[config.mk]
export PLATFORM = sky130hd
export DESIGN_NAME = scf_ctrl
export DESIGN_NICKNAME = d
export VERILOG_FILES = /design/src/rtl/core/scf_pkg.sv /design/src/rtl/core/scf_ctrl.sv
export SDC_FILE = /design/constraint.sdc
export NUM_CORES = 1
export LEC_CHECK = 0
export ABC_AREA = 1
export BUFFER_PORTS_ARGS = -buffer_cell sky130_fd_sc_hd__buf_2
export CAP_MARGIN = 20
export CORE_AREA = 2 2 39 41
export CTS_CLUSTER_DIAMETER = 200
export DETAILED_ROUTE_END_ITERATION = 10
export DIE_AREA = 0 0 41 43
export GPL_ROUTABILITY_DRIVEN = 0
export PLACE_DENSITY = 0.68
export SLEW_MARGIN = 40
export SYNTH_ARGS = -nofsm -noshare
export SYNTH_HDL_FRONTEND = slang
export SYNTH_SLANG_ARGS = --single-unit
[constraint.sdc]
create_clock -name i_clk -period 3.6 [get_ports i_clk]
set_clock_uncertainty 0.05 [all_clocks]
set_input_delay 0.36 -clock i_clk [delete_from_list [all_inputs] [get_ports i_clk]]
set_output_delay 0.36 -clock i_clk [all_outputs]
set_load 0.05 [all_outputs]
[src/rtl/core/scf_pkg.sv]
`timescale 1ns / 1ps

package scf_pkg;

    localparam int NUM_SORTS   = 16;
    localparam int SORT_BITS   = $clog2(NUM_SORTS);
    localparam int PAIR_BITS   = 2 * SORT_BITS;
    localparam int NUM_PAIRS   = NUM_SORTS * NUM_SORTS;
    localparam int TAG_BITS    = 16;
    localparam int MAX_RESULTS = 16;
    localparam int CNT_BITS    = $clog2(MAX_RESULTS + 1);

    typedef logic [NUM_SORTS-1:0] t_row;

    typedef struct packed {
        logic load_edge;
        logic init_reach;
        logic clos_step;
        logic srch_step;
        logic tag_cap;
        logic rset_init;
        logic rset_grow;
        logic pick;
        logic advance;
        logic out_load;
        logic out_none;
        logic out_last;
        logic clear_all;
    } t_cmd;

    typedef struct packed {
        logic cnt_last;
        logic srch_hit;
        logic grow_done;
        logic walk_end;
        logic cand_none;
        logic out_free;
    } t_sts;

endpackage

[src/rtl/core/scf_ctrl.sv]
`timescale 1ns / 1ps

module scf_ctrl (
    input  logic          i_clk,
    input  logic          i_rst_n,
    input  logic          i_in_valid,
    input  logic          i_last_edge,
    input  scf_pkg::t_sts i_sts,
    output logic          o_in_ready,
    output scf_pkg::t_cmd o_cmd
);

    localparam logic [3:0] S_LOAD   = 4'd0;
    localparam logic [3:0] S_INIT   = 4'd1;
    localparam logic [3:0] S_CLOS   = 4'd2;
    localparam logic [3:0] S_SRCH   = 4'd3;
    localparam logic [3:0] S_NONE   = 4'd4;
    localparam logic [3:0] S_RDT    = 4'd5;
    localparam logic [3:0] S_TAG    = 4'd6;
    localparam logic [3:0] S_CHK    = 4'd7;
    localparam logic [3:0] S_RSTART = 4'd8;
    localparam logic [3:0] S_RGROW  = 4'd9;
    localparam logic [3:0] S_PICK   = 4'd10;
    localparam logic [3:0] S_EMIT   = 4'd11;
    localparam logic [3:0] S_ADV    = 4'd12;
    localparam logic [3:0] S_CLEAR  = 4'd13;

    logic [3:0] r_state;
    logic [3:0] n_state;
    logic       r_last;
    logic       n_last;

    always_ff @(posedge i_clk) begin
        if (!i_rst_n) begin
            r_state <= S_LOAD;
            r_last  <= 1'b0;
        end else begin
            r_state <= n_state;
            r_last  <= n_last;
        end
    end

    always_comb begin
        n_state    = r_state;
        n_last     = r_last;
        o_cmd      = '0;
        o_in_ready = 1'b0;
        unique case (r_state)
            S_LOAD: begin
                o_in_ready = 1'b1;
                if (i_in_valid) begin
                    o_cmd.load_edge = 1'b1;
                    if (i_last_edge) begin
                        n_state = S_INIT;
                    end
                end
            end
            S_INIT: begin
                o_cmd.init_reach = 1'b1;
                n_state          = S_CLOS;
            end
            S_CLOS: begin
                o_cmd.clos_step = 1'b1;
                if (i_sts.cnt_last) begin
                    n_state = S_SRCH;
                end
            end
            S_SRCH: begin
                o_cmd.srch_step = 1'b1;
                if (i_sts.srch_hit) begin
                    n_state = S_RDT;
                end else if (i_sts.cnt_last) begin
                    n_state = S_NONE;
                end
            end
            S_NONE: begin
                if (i_sts.out_free) begin
                    o_cmd.out_load = 1'b1;
                    o_cmd.out_none = 1'b1;
                    o_cmd.out_last = 1'b1;
                    n_state        = S_CLEAR;
                end
            end
            S_RDT: begin
                n_state = S_TAG;
            end
            S_TAG: begin
                o_cmd.tag_cap = 1'b1;
                n_state       = S_CHK;
            end
            S_CHK: begin
                if (i_sts.walk_end) begin
                    n_last  = 1'b1;
                    n_state = S_EMIT;
                end else begin
                    n_state = S_RSTART;
                end
            end
            S_RSTART: begin
                o_cmd.rset_init = 1'b1;
                n_state         = S_RGROW;
            end
            S_RGROW: begin
                o_cmd.rset_grow = 1'b1;
                if (i_sts.grow_done) begin
                    n_state = S_PICK;
                end
            end
            S_PICK: begin
                o_cmd.pick = 1'b1;
                n_last     = i_sts.cand_none;
                n_state    = S_EMIT;
            end
            S_EMIT: begin
                if (i_sts.out_free) begin
                    o_cmd.out_load = 1'b1;
                    o_cmd.out_last = r_last;
                    n_state        = r_last ? S_CLEAR : S_ADV;
                end
            end
            S_ADV: begin
                o_cmd.advance = 1'b1;
                n_state       = S_RDT;
            end
            S_CLEAR: begin
                o_cmd.clear_all = 1'b1;
                n_last          = 1'b0;
                n_state         = S_LOAD;
            end
            default: begin
                n_state = S_LOAD;
            end
        endcase
    end

endmodule

==> out/metrics.cfg <==
[sta]
fin_crit_sh = 0.532
tns_ps = 0
slew_viol_final = 0
worst_pin_slew_ps = 254
setup_viol = 0
hold_viol = 0
rsz0062_at_grt = false
relSlewSlack = 0.830
fmax_mhz = 522
fin_crit_ps = 1920

[global_route]
grt_pass1_vias = 537
grt_pass1_wl_mm = 1.93
grt_start_max_net_pins = 7
grt_antenna_before_repair = 0
grt_use_total = 0.157
grt_overflow = 0

[pwr]
peakVddDrop_mv = 0.431
power_per_cell_area_nw_per_um2 = 796
p_leak_nw = 0.417

[synthesis]
synth_compound_area_frac = 0.116
synthMuxAreaShare = 0
synth-xor-area-share = 0
synth_seq_cells = 5
netlist_area_sq_um = 505
yosysSeqAreaShare = 0.198
synth.distinct_cells = 18
yosys_warnings = 0
synth_simple_gate_area_frac = 0.537
synth_fa_ha_area_frac = 0
syn_avg_cell_area_sq_um = 5.38
syn_inst = 94
synth_top_family_by_area = simple AND/OR/NAND/NOR gates
synth_nets = 104

[clock_network]
cts_buffers = 3
clk_pin_slew_ps = 40
hold_buffers = 0
clock_latency_ps = 240
post_cts_buffers = 0
cts_tree = done
cts.root.buffer_cell = clkbuf_4
cts_max_path_buffers = 2
clock_sinks = 5
htreeDepth = 1
cts_resized = 0

[drt]
first_pass_iters = 4
drc = 0
first_iter_violations = 24
via_per_inst = 4.81
drt-total-wl_mm = 1.25
final_antenna_net_count = 0
vias = 659
wl_per_cell_um = 9.12

[cells_and_area]
drive_gt1_frac = 0.306
nets = 132
fin_area_sq_um = 667
areaGrowthSynthToFinish_pct = 31.9
post-route-util = 0.482
mostFrequentLayoutCells = nand2_1 (23), buf_2 (23), inv_1 (19)
n_fill_cell = 152
n_antenna_cell = 0

[worst_setup_path]
critPathMaxFanout = 6
end_kind = primary output
arrival_ps = 1510
worstSetupStartpointType = flop
worstSetupPathType = reg2out
required_ps = 3190

[floorplanning]
ios = 24
die-height_um = 43
dieArea_sq_um = 1760
placementRows = 14
core_sq_um = 1380
initial_core_util = 0.365
die_w_um = 41

[run]
cap_violations = 0

[worst_hold_path]
min_path_type = in2reg

[placed_design]
dp_hpwl_mm = 1.07
placed_area_sq_um = 641
io_buffers = 23

[outcome]
status = completed

-- area by class of cell --
type / count / area [sq um] / area share
timing repair buffer: 23 / 115 / 0.173
multi-input combinational: 69 / 330 / 0.495
tap: 16 / 20.0 / 0.0300
sequential: 5 / 100 / 0.150
inverter: 20 / 75.1 / 0.113
clock buffer: 4 / 26.3 / 0.0394
-- worst max-delay path, cell delays in order, from the launching register on --
cell	delay [ps]
dfxtp_1	360
nor2_2	260
nand3_2	150
nand2_1	100
and3_1	140
buf_2	250
-- synth_stat cells --
library cell | n | share of area
nand2_1 | 23 | 0.17
inv_1 | 19 | 0.14
nor2_1 | 18 | 0.13
a21oi_1 | 5 | 0.049
dfxtp_1 | 5 | 0.20
nand3_1 | 5 | 0.049
nor2_2 | 4 | 0.049
nand2_2 | 3 | 0.037
nand3_2 | 2 | 0.040
o21ai_0 | 2 | 0.020
a211oi_1 | 1 | 0.015
and3_1 | 1 | 0.012
inv_2 | 1 | 0.0074
nand3b_1 | 1 | 0.015
nor3_1 | 1 | 0.0099
nor3_2 | 1 | 0.020
o221ai_1 | 1 | 0.017
o31ai_1 | 1 | 0.015
-- worst paths after layout --
check,start,endpoint,slack (ps),cells after the start
setup reg to reg,r_state[0],r_state[0],2220,9
hold reg to reg,r_state[3],r_state[3],480,2
hold / removal,i_sts[1],r_last,330,3
setup / recovery,r_state[0],o_cmd[1],1680,5
-- metal layers --
| metal | global-route usage | share of wire | vias to the layer above |
|---|---|---|---|
| li1 | - | - | 341 |
| met1 | 0.194 | 0.44 | 282 |
| met2 | 0.253 | 0.46 | 36 |
| met3 | 0.0628 | 0.10 | 0 |
| met4 | 0.0200 | 0 | 0 |
| met5 | 0 | 0 | - |
-- power by group --
part           internal [mW]  switching (mW)  total (mW)
clock network         0.0417          0.0206      0.0623
registers             0.0719          0.0231      0.0950
logic                 0.0961           0.277       0.373
-- flip-flops by register name, indices dropped and copies added, names as in the netlist --
register / count
r_state: 4
r_last: 1
-- cell families after synthesis --
| family | Yosys count |
|---|---|
| DFF | 5 |
| buffers and inverters | 20 |
| AOI/OAI and AO/OA | 10 |
| and+or+nand+nor | 59 |
-- per-stage QoR --
step / power (mW) / cells / hold WS (ps) / setup slack, ps
after floorplan: 0.391 / 94 / 446 / 1720
after global placement: 0.470 / 133 / 468 / 1930
after detailed placement: 0.468 / 133 / 472 / 1940
after CTS: 0.534 / 137 / 324 / 1680
after global routing: 0.571 / 137 / 342 / 1550
final: 0.531 / 137 / 332 / 1680
(Power assumes the default switching activity.)
